File: src/tmtw_pkg.sv
// tmtw_pkg: shared types, constants and helpers for the text mode terminal writer
// screen geometry, transfer payload structs, command codes and back-end states
// no dependencies
package tmtw_pkg;

  localparam int COLUMNS   = 80;
  localparam int ROWS      = 25;
  localparam int CELLS     = COLUMNS * ROWS;
  localparam int ADDR_W    = $clog2(CELLS);
  localparam int COL_W     = 7;
  localparam int ROW_W     = 5;
  localparam int CELL_W    = 16;
  localparam int Q_DEPTH   = 2;
  localparam int Q_PTR_W   = 1;
  localparam int Q_CNT_W   = 2;

  localparam logic [7:0]        NEWLINE_CODE     = 8'd10;
  localparam logic [CELL_W-1:0] BLANK_CELL       = 16'h0720;
  localparam logic [7:0]        TEXT_COLOR_RESET = 8'd7;

  typedef logic [ADDR_W-1:0] addr_t;

  typedef enum logic [1:0] {
    OP_PUT_CHAR  = 2'd0,
    OP_PUT_CELL  = 2'd1,
    OP_READ_CELL = 2'd2,
    OP_NONE      = 2'd3
  } op_e;

  typedef struct packed {
    op_e              operation;
    logic [7:0]       char_code;
    logic [7:0]       put_color;
    logic [COL_W-1:0] pos_x;
    logic [ROW_W-1:0] pos_y;
  } in_item_t;

  typedef struct packed {
    logic [CELL_W-1:0] cell_value;
    logic [ROW_W-1:0]  cursor_row;
    logic [COL_W-1:0]  cursor_column;
  } out_item_t;

  typedef enum logic [2:0] {
    CMD_CHAR,
    CMD_NEWLINE,
    CMD_PUT,
    CMD_READ,
    CMD_NOP
  } cmd_kind_e;

  typedef struct packed {
    cmd_kind_e         kind;
    logic [CELL_W-1:0] cell_data;
    addr_t             addr;
  } cmd_t;

  typedef struct packed {
    logic pop;
    logic clearing;
  } bk_ctl_t;

  typedef enum logic [2:0] {
    ST_CLEAR,
    ST_IDLE,
    ST_EXEC,
    ST_SCROLL,
    ST_ZERO,
    ST_READ
  } state_e;

  function automatic addr_t cell_addr(logic [ROW_W-1:0] row, logic [COL_W-1:0] col);
    cell_addr = ADDR_W'(int'(row) * COLUMNS + int'(col));
  endfunction

endpackage

File: src/tmtw_front.sv
// tmtw_front: accepts input transfers, classifies them into commands and queues them
// depends on tmtw_pkg
module tmtw_front import tmtw_pkg::*; (
  input  logic     clk_i,
  input  logic     rst_ni,
  input  logic     in_valid_i,
  output logic     in_stall_o,
  input  in_item_t in_data_i,
  input  bk_ctl_t  bk_i,
  output logic     cmd_valid_o,
  output cmd_t     cmd_o
);

  cmd_t                 cmd_d;
  logic                 on_screen;
  logic                 push;
  logic                 pop;
  cmd_t                 fifo_q [Q_DEPTH];
  logic [Q_PTR_W-1:0]   wr_ptr_q, wr_ptr_d;
  logic [Q_PTR_W-1:0]   rd_ptr_q, rd_ptr_d;
  logic [Q_CNT_W-1:0]   cnt_q, cnt_d;

  always_comb begin
    on_screen = (in_data_i.pos_x < COL_W'(COLUMNS)) && (in_data_i.pos_y < ROW_W'(ROWS));
    cmd_d.cell_data = {in_data_i.put_color, in_data_i.char_code};
    cmd_d.addr = cell_addr(in_data_i.pos_y, in_data_i.pos_x);
    unique case (in_data_i.operation)
      OP_PUT_CHAR:  cmd_d.kind = (in_data_i.char_code == NEWLINE_CODE) ? CMD_NEWLINE : CMD_CHAR;
      OP_PUT_CELL:  cmd_d.kind = on_screen ? CMD_PUT : CMD_NOP;
      OP_READ_CELL: cmd_d.kind = on_screen ? CMD_READ : CMD_NOP;
      default:      cmd_d.kind = CMD_NOP;
    endcase
  end

  assign in_stall_o  = (cnt_q == Q_CNT_W'(Q_DEPTH)) || bk_i.clearing;
  assign push        = in_valid_i && !in_stall_o;
  assign cmd_valid_o = (cnt_q != '0);
  assign pop         = bk_i.pop && cmd_valid_o;
  assign cmd_o       = fifo_q[rd_ptr_q];

  always_comb begin
    wr_ptr_d = wr_ptr_q;
    rd_ptr_d = rd_ptr_q;
    cnt_d    = cnt_q;
    if (push) begin
      wr_ptr_d = (wr_ptr_q == Q_PTR_W'(Q_DEPTH - 1)) ? '0 : wr_ptr_q + 1'b1;
    end
    if (pop) begin
      rd_ptr_d = (rd_ptr_q == Q_PTR_W'(Q_DEPTH - 1)) ? '0 : rd_ptr_q + 1'b1;
    end
    if (push && !pop) begin
      cnt_d = cnt_q + 1'b1;
    end else if (pop && !push) begin
      cnt_d = cnt_q - 1'b1;
    end
  end

  always_ff @(posedge clk_i or negedge rst_ni) begin
    if (!rst_ni) begin
      wr_ptr_q <= '0;
      rd_ptr_q <= '0;
      cnt_q    <= '0;
    end else begin
      wr_ptr_q <= wr_ptr_d;
      rd_ptr_q <= rd_ptr_d;
      cnt_q    <= cnt_d;
    end
  end

  always_ff @(posedge clk_i) begin
    if (push) begin
      fifo_q[wr_ptr_q] <= cmd_d;
    end
  end

endmodule

File: config.mk
export PLATFORM = sky130hd
export DESIGN_NAME = tmtw_front
export DESIGN_NICKNAME = d
export VERILOG_FILES = /design/src/tmtw_pkg.sv /design/src/tmtw_front.sv
export SDC_FILE = /design/constraint.sdc
export NUM_CORES = 1
export LEC_CHECK = 0
export BUFFER_PORTS_ARGS = -buffer_cell sky130_fd_sc_hd__buf_4
export CORE_MARGIN = 4
export CORE_UTILIZATION = 50
export CTS_BUF_LIST = sky130_fd_sc_hd__clkbuf_4
export DETAILED_ROUTE_END_ITERATION = 6
export GPL_TIMING_DRIVEN = 0
export PLACE_DENSITY_LB_ADDON = 0.3
export SYNTH_ARGS = -nofsm -noshare
export SYNTH_HDL_FRONTEND = slang
export SYNTH_SLANG_ARGS = --single-unit
File: constraint.sdc
create_clock -name clk_i -period 3.27 [get_ports clk_i]
set_input_delay 0.654 -clock clk_i [delete_from_list [all_inputs] [get_ports clk_i]]
set_output_delay 0.654 -clock clk_i [all_outputs]
set_load 0.05 [all_outputs]
==> results of run 1 <==
-- metal layers --
layer / global-route usage [%] / up-vias
met4: 8.970 / 0
li1: - / 742
met5: 0 / -
met2: 24.47 / 45
met3: 3.947 / 9
met1: 17.67 / 736
-- synth_stat cells (all sizes together) --
cell type	instances	area share, %
o2111ai	1	0.32
nand3	1	0.18
nand4	1	0.23
ha	10	4.6
or2	1	0.23
maj3	1	0.41
inv	7	0.96
mux2	30	12
o21ai	2	0.37
xor2	4	1.6
nor2	6	0.83
a21o	2	0.55
nor2b	1	0.23
dfrtp	4	3.7
edfxtp	60	66
and3	1	0.23
nor4b	1	0.32
nand2	4	0.55
o311ai	1	0.60
fa	2	1.5
xnor2	9	2.9
buf	3	0.55
a21oi	4	0.73
-- per-stage QoR --
| stage | std cells | setup WS, ns |
|---|---|---|
| final | 308 | 0.9814 |
| after global routing | 308 | 0.8782 |
| after CTS | 308 | 0.9281 |
| after detailed placement | 292 | 0.5959 |
| after global placement | 292 | -0.2295 |
| after floorplan | 156 | 0.6295 |
-- flip-flops by register name, indices dropped and copies added, names as in the netlist --
| signal | flops |
|---|---|
| wr_ptr_q | 1 |
| rd_ptr_q | 1 |
| cnt_q | 2 |
| fifo_q | 60 |
-- worst max-delay path: stages (launching register included) --
cell and delay [ns]:
dfrtp_1 0.40, buf_2 0.28, mux2_1 0.37, buf_4 0.20
-- worst max path at each step --
| stage | from | to | slack, ns | cells past startpoint |
|---|---|---|---|---|
| after global placement | bk_i[0] | fifo_q[0][2]$_DFFE_PP_ | -0.23 | 4 |
| final | rd_ptr_q$_DFFE_PN0P_ | cmd_o[18] | 0.98 | 3 |
| after CTS | rd_ptr_q$_DFFE_PN0P_ | cmd_o[4] | 0.93 | 3 |
| after detailed placement | in_data_i[1] | fifo_q[0][10]$_DFFE_PP_ | 0.60 | 8 |
| after floorplan | bk_i[0] | fifo_q[0][0]$_DFFE_PP_ | 0.63 | 3 |
| after global routing | rd_ptr_q$_DFFE_PN0P_ | cmd_o[18] | 0.88 | 3 |
-- area by class of cell --
type / count / area, µm²
timing repair buffer: 66 / 495.5
tap: 70 / 87.58
multi-input combinational: 82 / 790.8
sequential: 64 / 1902
fill: 397 / 1782
clock inverter: 5 / 23.77
inverter: 7 / 26.28
buffer: 3 / 15.01
clock buffer: 11 / 82.58
-- kinds of logic (layout without fill, tap and decap cells) --
family / count (synthesis) / after routing / synth area share, %
buffers and inverters: 10 / 92 / 1.515
AOI/OAI and AO/OA: 10 / 10 / 2.571
adders and majority gates: 13 / 13 / 6.474
and+or+nand+nor: 16 / 16 / 2.801
xor gates and xnor gates: 13 / 13 / 4.454
muxes: 30 / 30 / 12.40
DFF: 64 / 64 / 69.79
-- where the power goes --
group,internal [W],switching [W]
combinational,0.000401,0.000820
sequential,0.00104,0.0000448
clock,0.000166,0.000258
total,0.00161,0.00112
==> summary.md, run 1 <==
| Metric | Value |
|---|---|
| Post-Place Cell Area | `3317 µm²` |
| WL met1 | `1.968 mm` |
| Peak supply drop | `a little under 0.5 mV` |
| Cell Area, Synth | `around 2700 µm²` |
| Post-synthesis sequential area ratio | `69.79%` |
| Reg2reg end | `fifo_q[0][18]$_DFFE_PP_` |
| Synthesized netlist net count | `~200` |
| Startpoint Class | `register` |
| Crit path max fanout | `10` |
| Core area | `5205 µm²` |
| WS Path Type | `reg2out` |
| H-tree levels | `3` |
| Gpl congestion | `around 0.76` |
| CTS Hold Bufs | `0` |
| Number of global-route vias before repair | `about 1,600` |
| TNS Setup | `0 ns` |
| IO buf count | `66` |
| Wirelength per Cell | `between 15 and 20 µm` |
| Die height | `about 82 µm` |
| Die extent in x | `81.83 µm` |
| First-pass GRT wire length | `approximately 7 mm` |
| WL met3 | `roughly 270 µm` |
| Root Buffer | `clkbuf_4` |
| Initial Util | `52.36%` |
| Leak | `roughly 1.4 nW` |
| Ant. Diodes | `0` |
| TritonCTS Buffers | `9` |
| Cells after Synth | `156` |
| Fin. Hold Viols | `0` |
| Pwr dens | `798.2 nW/µm²` |
| Boundary Pins | `67` |
| Top layer used by detailed routing | `met4` |
| Period utilization | `between 60% and 70%` |
| Commonest non-fill, non-tap cell in the layout | `buf_4` |
| Total congestion overflow | `0` |
| R2r setup slk | `between 1 and 1.5 ns` |
| Max-slew violations | `0` |
| Hold Slack | `approximately 0.035 ns` |
| Crit end category | `output port` |
| CP Data Required Time | `2.62 ns` |
| Worst r2r src | `cnt_q[0]$_DFFE_PN0P_` |
| Max-Cap Viols | `0` |
| Final Routed Wirelength | `between 4 and 5 mm` |
| Clock Latency Late Sink | `slightly below 0.4 ns` |
| Core Rows | `26` |
| CTS sink count | `64` |
| Initial antenna violation count | `0` |
| Clock tree buffer depth | `2` |
| Starting DRT DRC Count | `58` |
| Tightest Pin Transition | `0.8584 ns` |
| Number of routed nets with antenna violations | `0` |
| Worst path arrival time | `approximately 1.6 ns` |
| Met2 wire len | `roughly 2.3 mm` |
| Post-Syn Area per Cell | `17.47 µm²` |
| Vias/cell | `slightly below 5` |
| Overall power | `roughly 0.0027 W` |
| Layout Skew | `approximately 0.0088 ns` |
| DIE AREA | `6695 µm²` |
| RSZ-0062 raised after global routing | `no` |
| Total Routing Usage GR | `between 10% and 20%` |
| Synth unique cells | `26` |
| Design Area, Final | `3423 µm²` |
| Flops & latches, synth | `64` |
| Fmax | `between 400 and 500 MHz` |
| Core Util, Final | `between 60 and 70%` |
| Setup-failing EPs final | `0` |
| Number of setup buffers added after CTS | `0` |
| Share of cells above drive strength 1 | `37.82%` |
| DRC viols | `0` |
| HP Class | `in2async` |
| Largest net degree at the start of global routing | `31` |
| Hpwl dp | `around 3.3 mm` |
| Vias | `approximately 1,500` |
| CTS clk-pin slew, worst paths | `0.10 ns` |
| Nets | `280` |
| Outcome | `complete, no violations` |
| Rel. slew slack | `around 43%` |
| Min cycle time layout | `2.289 ns` |
| R2R depth | `4` |
| Post-CTS resize count | `0` |
| Most frequent cells in the layout | `buf_4 (66), edfxtp_1 (60), mux2_1 (29)` |
| CTS tree | `built` |
| Area Growth Syn to Fin | `25.62%` |
| Synth Warn # | `0` |
| DR pass1 iterations | `4` |
No activity file was read; power rests on OpenSTA's default activity.
==> inputs of run 2 (changes only) <==
--- a/config.mk
+++ b/config.mk
@@ -5,6 +5,7 @@
 export SDC_FILE = /design/constraint.sdc
 export NUM_CORES = 1
 export LEC_CHECK = 0
+export ABC_AREA = 1
 export BUFFER_PORTS_ARGS = -buffer_cell sky130_fd_sc_hd__buf_4
 export CORE_MARGIN = 4
 export CORE_UTILIZATION = 50
==> constraint.sdc (replaced) <==
create_clock -name clk_i -period 1.84 [get_ports clk_i]
set_input_delay 0.368 -clock clk_i [delete_from_list [all_inputs] [get_ports clk_i]]
set_output_delay 0.368 -clock clk_i [all_outputs]
set_load 0.05 [all_outputs]
==> summary.md, run 2 <==
| Metric | Value |
|---|---|
| Outcome | `complete, no violations` |
| CP Data Required Time | `roughly 1.5 ns` |
| Core Rows | `27` |
| Crit end category | `output port` |
| Worst path most repeated cell | `nand2_1` |
| Post-synth ARST share | `6.250%` |
| Crit path cell chain | `inv_2 -> buf_4 -> nand2_1 -> nand2_1 -> buf_6` |
| Boundary Pins | `67` |
| Largest regs | `fifo_q x60, cnt_q x2` |
| H-tree levels | `3` |
| Synthesized netlist net count | `approximately 300` |
| GRT met1 Usage | `15.76%` |
| Routing usage on met2 | `between 30% and 40%` |
| Yosys top cell by area | `edfxtp_1` |
| CTS sink count | `64` |
| Multiplexer area fraction after synthesis | `0%` |
| Crit path max fanout | `10` |
| Clock tree buffer depth | `2` |
| Synth Area in Simple Gates | `20.22%` |
| Adder-cell share of the synthesized area | `5.828%` |
| Root Buffer | `clkbuf_4` |
| DIE AREA | `6936 µm²` |
| Worst path arrival time | `1.41 ns` |
| Layout Skew | `about 0.011 ns` |
| Overall power | `0.005853 W` |
| Period utilization | `96.61%` |
| Number of routed nets with antenna violations | `0` |
| Non-filler cells, final | `a little over 400` |
| Tightest Pin Transition | `0.8892 ns` |
| Worst path max stage delay | `0.43 ns` |
| Die height | `roughly 83 µm` |
| Fmax | `~560 MHz` |
| Number of global-route vias before repair | `between 1,500 and 2,000` |
| Compound-cell area share of the yosys netlist | `less than 1%` |
| Ant. Diodes | `0` |
| Top cells by count, synth | `nand2_1 (115), edfxtp_1 (60), inv_1 (21), ha_1 (10), nor2_1 (9)` |
| Core area | `5507 µm²` |
| Synth Area in XOR/XNOR | `between 1.5 and 2%` |
| Clock Latency Late Sink | `about 0.37 ns` |
| Synth Warn # | `0` |
| Setup-failing EPs final | `0` |
| Synth unique cells | `20` |
| Largest net degree at the start of global routing | `31` |
| Grt met3 use | `4.167%` |
| Fin. Hold Viols | `0` |
| Hpwl dp | `about 3.8 mm` |
| Total congestion overflow | `0` |
| Critical path buffers and inverters | `3` |
| Register with the most flip-flops | `fifo_q` |
| Post-synthesis sequential area ratio | `67.11%` |
| Total Routing Usage GR | `~16%` |
| Filler instances | `approximately 420` |
| Cells after Synth | `257` |
| Max-slew violations | `0` |
| Startpoint Class | `register` |
| Leak | `around 1.7 nW` |
| Die extent in x | `83.29 µm` |
| DRC viols | `0` |
| TNS Setup | `0 ns` |
| Area Growth Syn to Fin | `31.83%` |
| Rel. slew slack | `between 40% and 50%` |
| Synth area leaders | `edfxtp_1 (64%), nand2_1 (15%), ha_1 (4.4%)` |
| Number of setup buffers added after CTS | `0` |
| Worst path slowest cell | `dfrtp_1` |
| Flops & latches, synth | `64` |
| Final Routed Wirelength | `5.308 mm` |
| Min cycle time layout | `~1.8 ns` |
| WS Path Type | `reg2out` |
| Main combinational cell family by area after synthesis | `simple AND/OR/NAND/NOR gates` |
| Starting DRT DRC Count | `58` |
| Cell Area, Synth | `roughly 2800 µm²` |
| DR pass1 iterations | `4` |
| Largest register FFs | `60` |
| Share of the synthesized area in the top cell type | `between 60 and 70%` |
| RSZ-0062 raised after global routing | `yes` |
| Gpl congestion | `between 0.7 and 0.8` |
| Commonest non-fill, non-tap cell in the layout | `nand2_1` |
| Post-Syn Area per Cell | `11.03 µm²` |
| Cell family with most CP delay | `buffers and inverters` |
| Most frequent cell after synthesis | `nand2_1` |
| Initial antenna violation count | `0` |
| Share of cells above drive strength 1 | `29.71%` |
| EDFF count, synth | `60` |
| IO buf count | `66` |
| Synth Flop Type | `edfxtp_1` |
| Vias | `~2,000` |
| Pwr dens | `approximately 1600 nW/µm²` |
| Wirelength per Cell | `12.88 µm` |
| Max-Cap Viols | `0` |
| Gr busiest metal | `met2` |
| Most frequent cells in the layout | `nand2_1 (112), edfxtp_1 (60), buf_4 (40)` |
| CTS tree | `built` |
| Post-Place Cells | `395` |
| Vias/cell | `between 4 and 5` |
| Initial Util | `between 50 and 60%` |
| Nets | `around 380` |
| CTS clk-pin slew, worst paths | `about 0.1 ns` |
| TritonCTS Buffers | `9` |
| HP Class | `in2reg` |
| First-pass GRT wire length | `between 8 and 9 mm` |
| Peak supply drop | `roughly 0.8 mV` |
## run 2: report_power, final
| group | internal [W] | switching, W | leakage (nW) |
|---|---|---|---|
| clock network | 0.000433 | 0.000439 | 0.0757 |
| logic | 0.000994 | 0.00206 | 1.01 |
| registers | 0.00185 | 0.0000766 | 0.595 |
| total | 0.00328 | 0.00258 | 1.69 |
## run 2: repair_timing
| action | in CTS | in global routing |
|---|---|---|
| pin swaps | 0 | 1 |
| setup endpoints to repair | 13 | 90 |
| hold buffers | 1 | 0 |
| endpoints found under the hold margin | 4 | 0 |
| cloned | 0 | 0 |
| resized for setup | 3 | 39 |
## run 2: final timing paths
kind                                       from                 endpoint  slack (ns)  cells past startpoint
hold reg to reg            cnt_q[0]$_DFFE_PN0P_     cnt_q[0]$_DFFE_PN0P_        0.52                      1
min in group asynchronous                rst_ni     cnt_q[1]$_DFFE_PN0P_        0.32                      2
max in group asynchronous                rst_ni     wr_ptr_q$_DFFE_PN0P_        1.40                      2
setup / recovery           rd_ptr_q$_DFFE_PN0P_                 cmd_o[5]        0.06                      5
hold / removal                     in_data_i[8]   fifo_q[0][3]$_DFFE_PP_        0.18                      1
setup reg to reg           cnt_q[0]$_DFFE_PN0P_  fifo_q[0][13]$_DFFE_PP_        0.11                      4
## run 2: per-layer routing
layer / routed length [µm] / part of all wire (%)
met1: 2022 / 38
met2: 2937 / 55
met3: 290 / 5.5
met4: 58 / 1.1
met5: 0 / 0
## run 2: area by class of cell
class	count	area (µm²)	share of cell area [%]
Timing Repair Buffer	67	618.1	16.54
Clock buffer	11	82.58	2.210
Inverter	23	86.33	2.311
Buffer	6	48.80	1.306
Sequential cell	64	1902	50.90
Multi-Input combinational cell	164	860.8	23.04
Clock inverter	5	47.55	1.273
Tap cell	72	90.09	2.411
## run 2: cells by family after synthesis
family	Yosys count
DFF	64
and+or+nand+nor	141
buffers and inverters	29
xor gates and xnor gates	6
adders and majority gates	12
AOI/OAI and AO/OA	5
## run 2: through the flow
stage | util, % | worst slack (ns) | area, µm² | hold slack [ns]
3_3_place_gp | 62.37 | -1.167 | 3435 | 0.1680
3_5_place_dp | 62.64 | -0.2110 | 3450 | 0.1743
2_1_floorplan | - | -0.4433 | 2849 | 0.07241
4_1_cts | 65.33 | 0.02491 | 3597 | 0.1526
6_report | 67.85 | 0.06238 | 3736 | 0.1772
5_1_grt | 67.85 | -0.06949 | 3736 | 0.1333
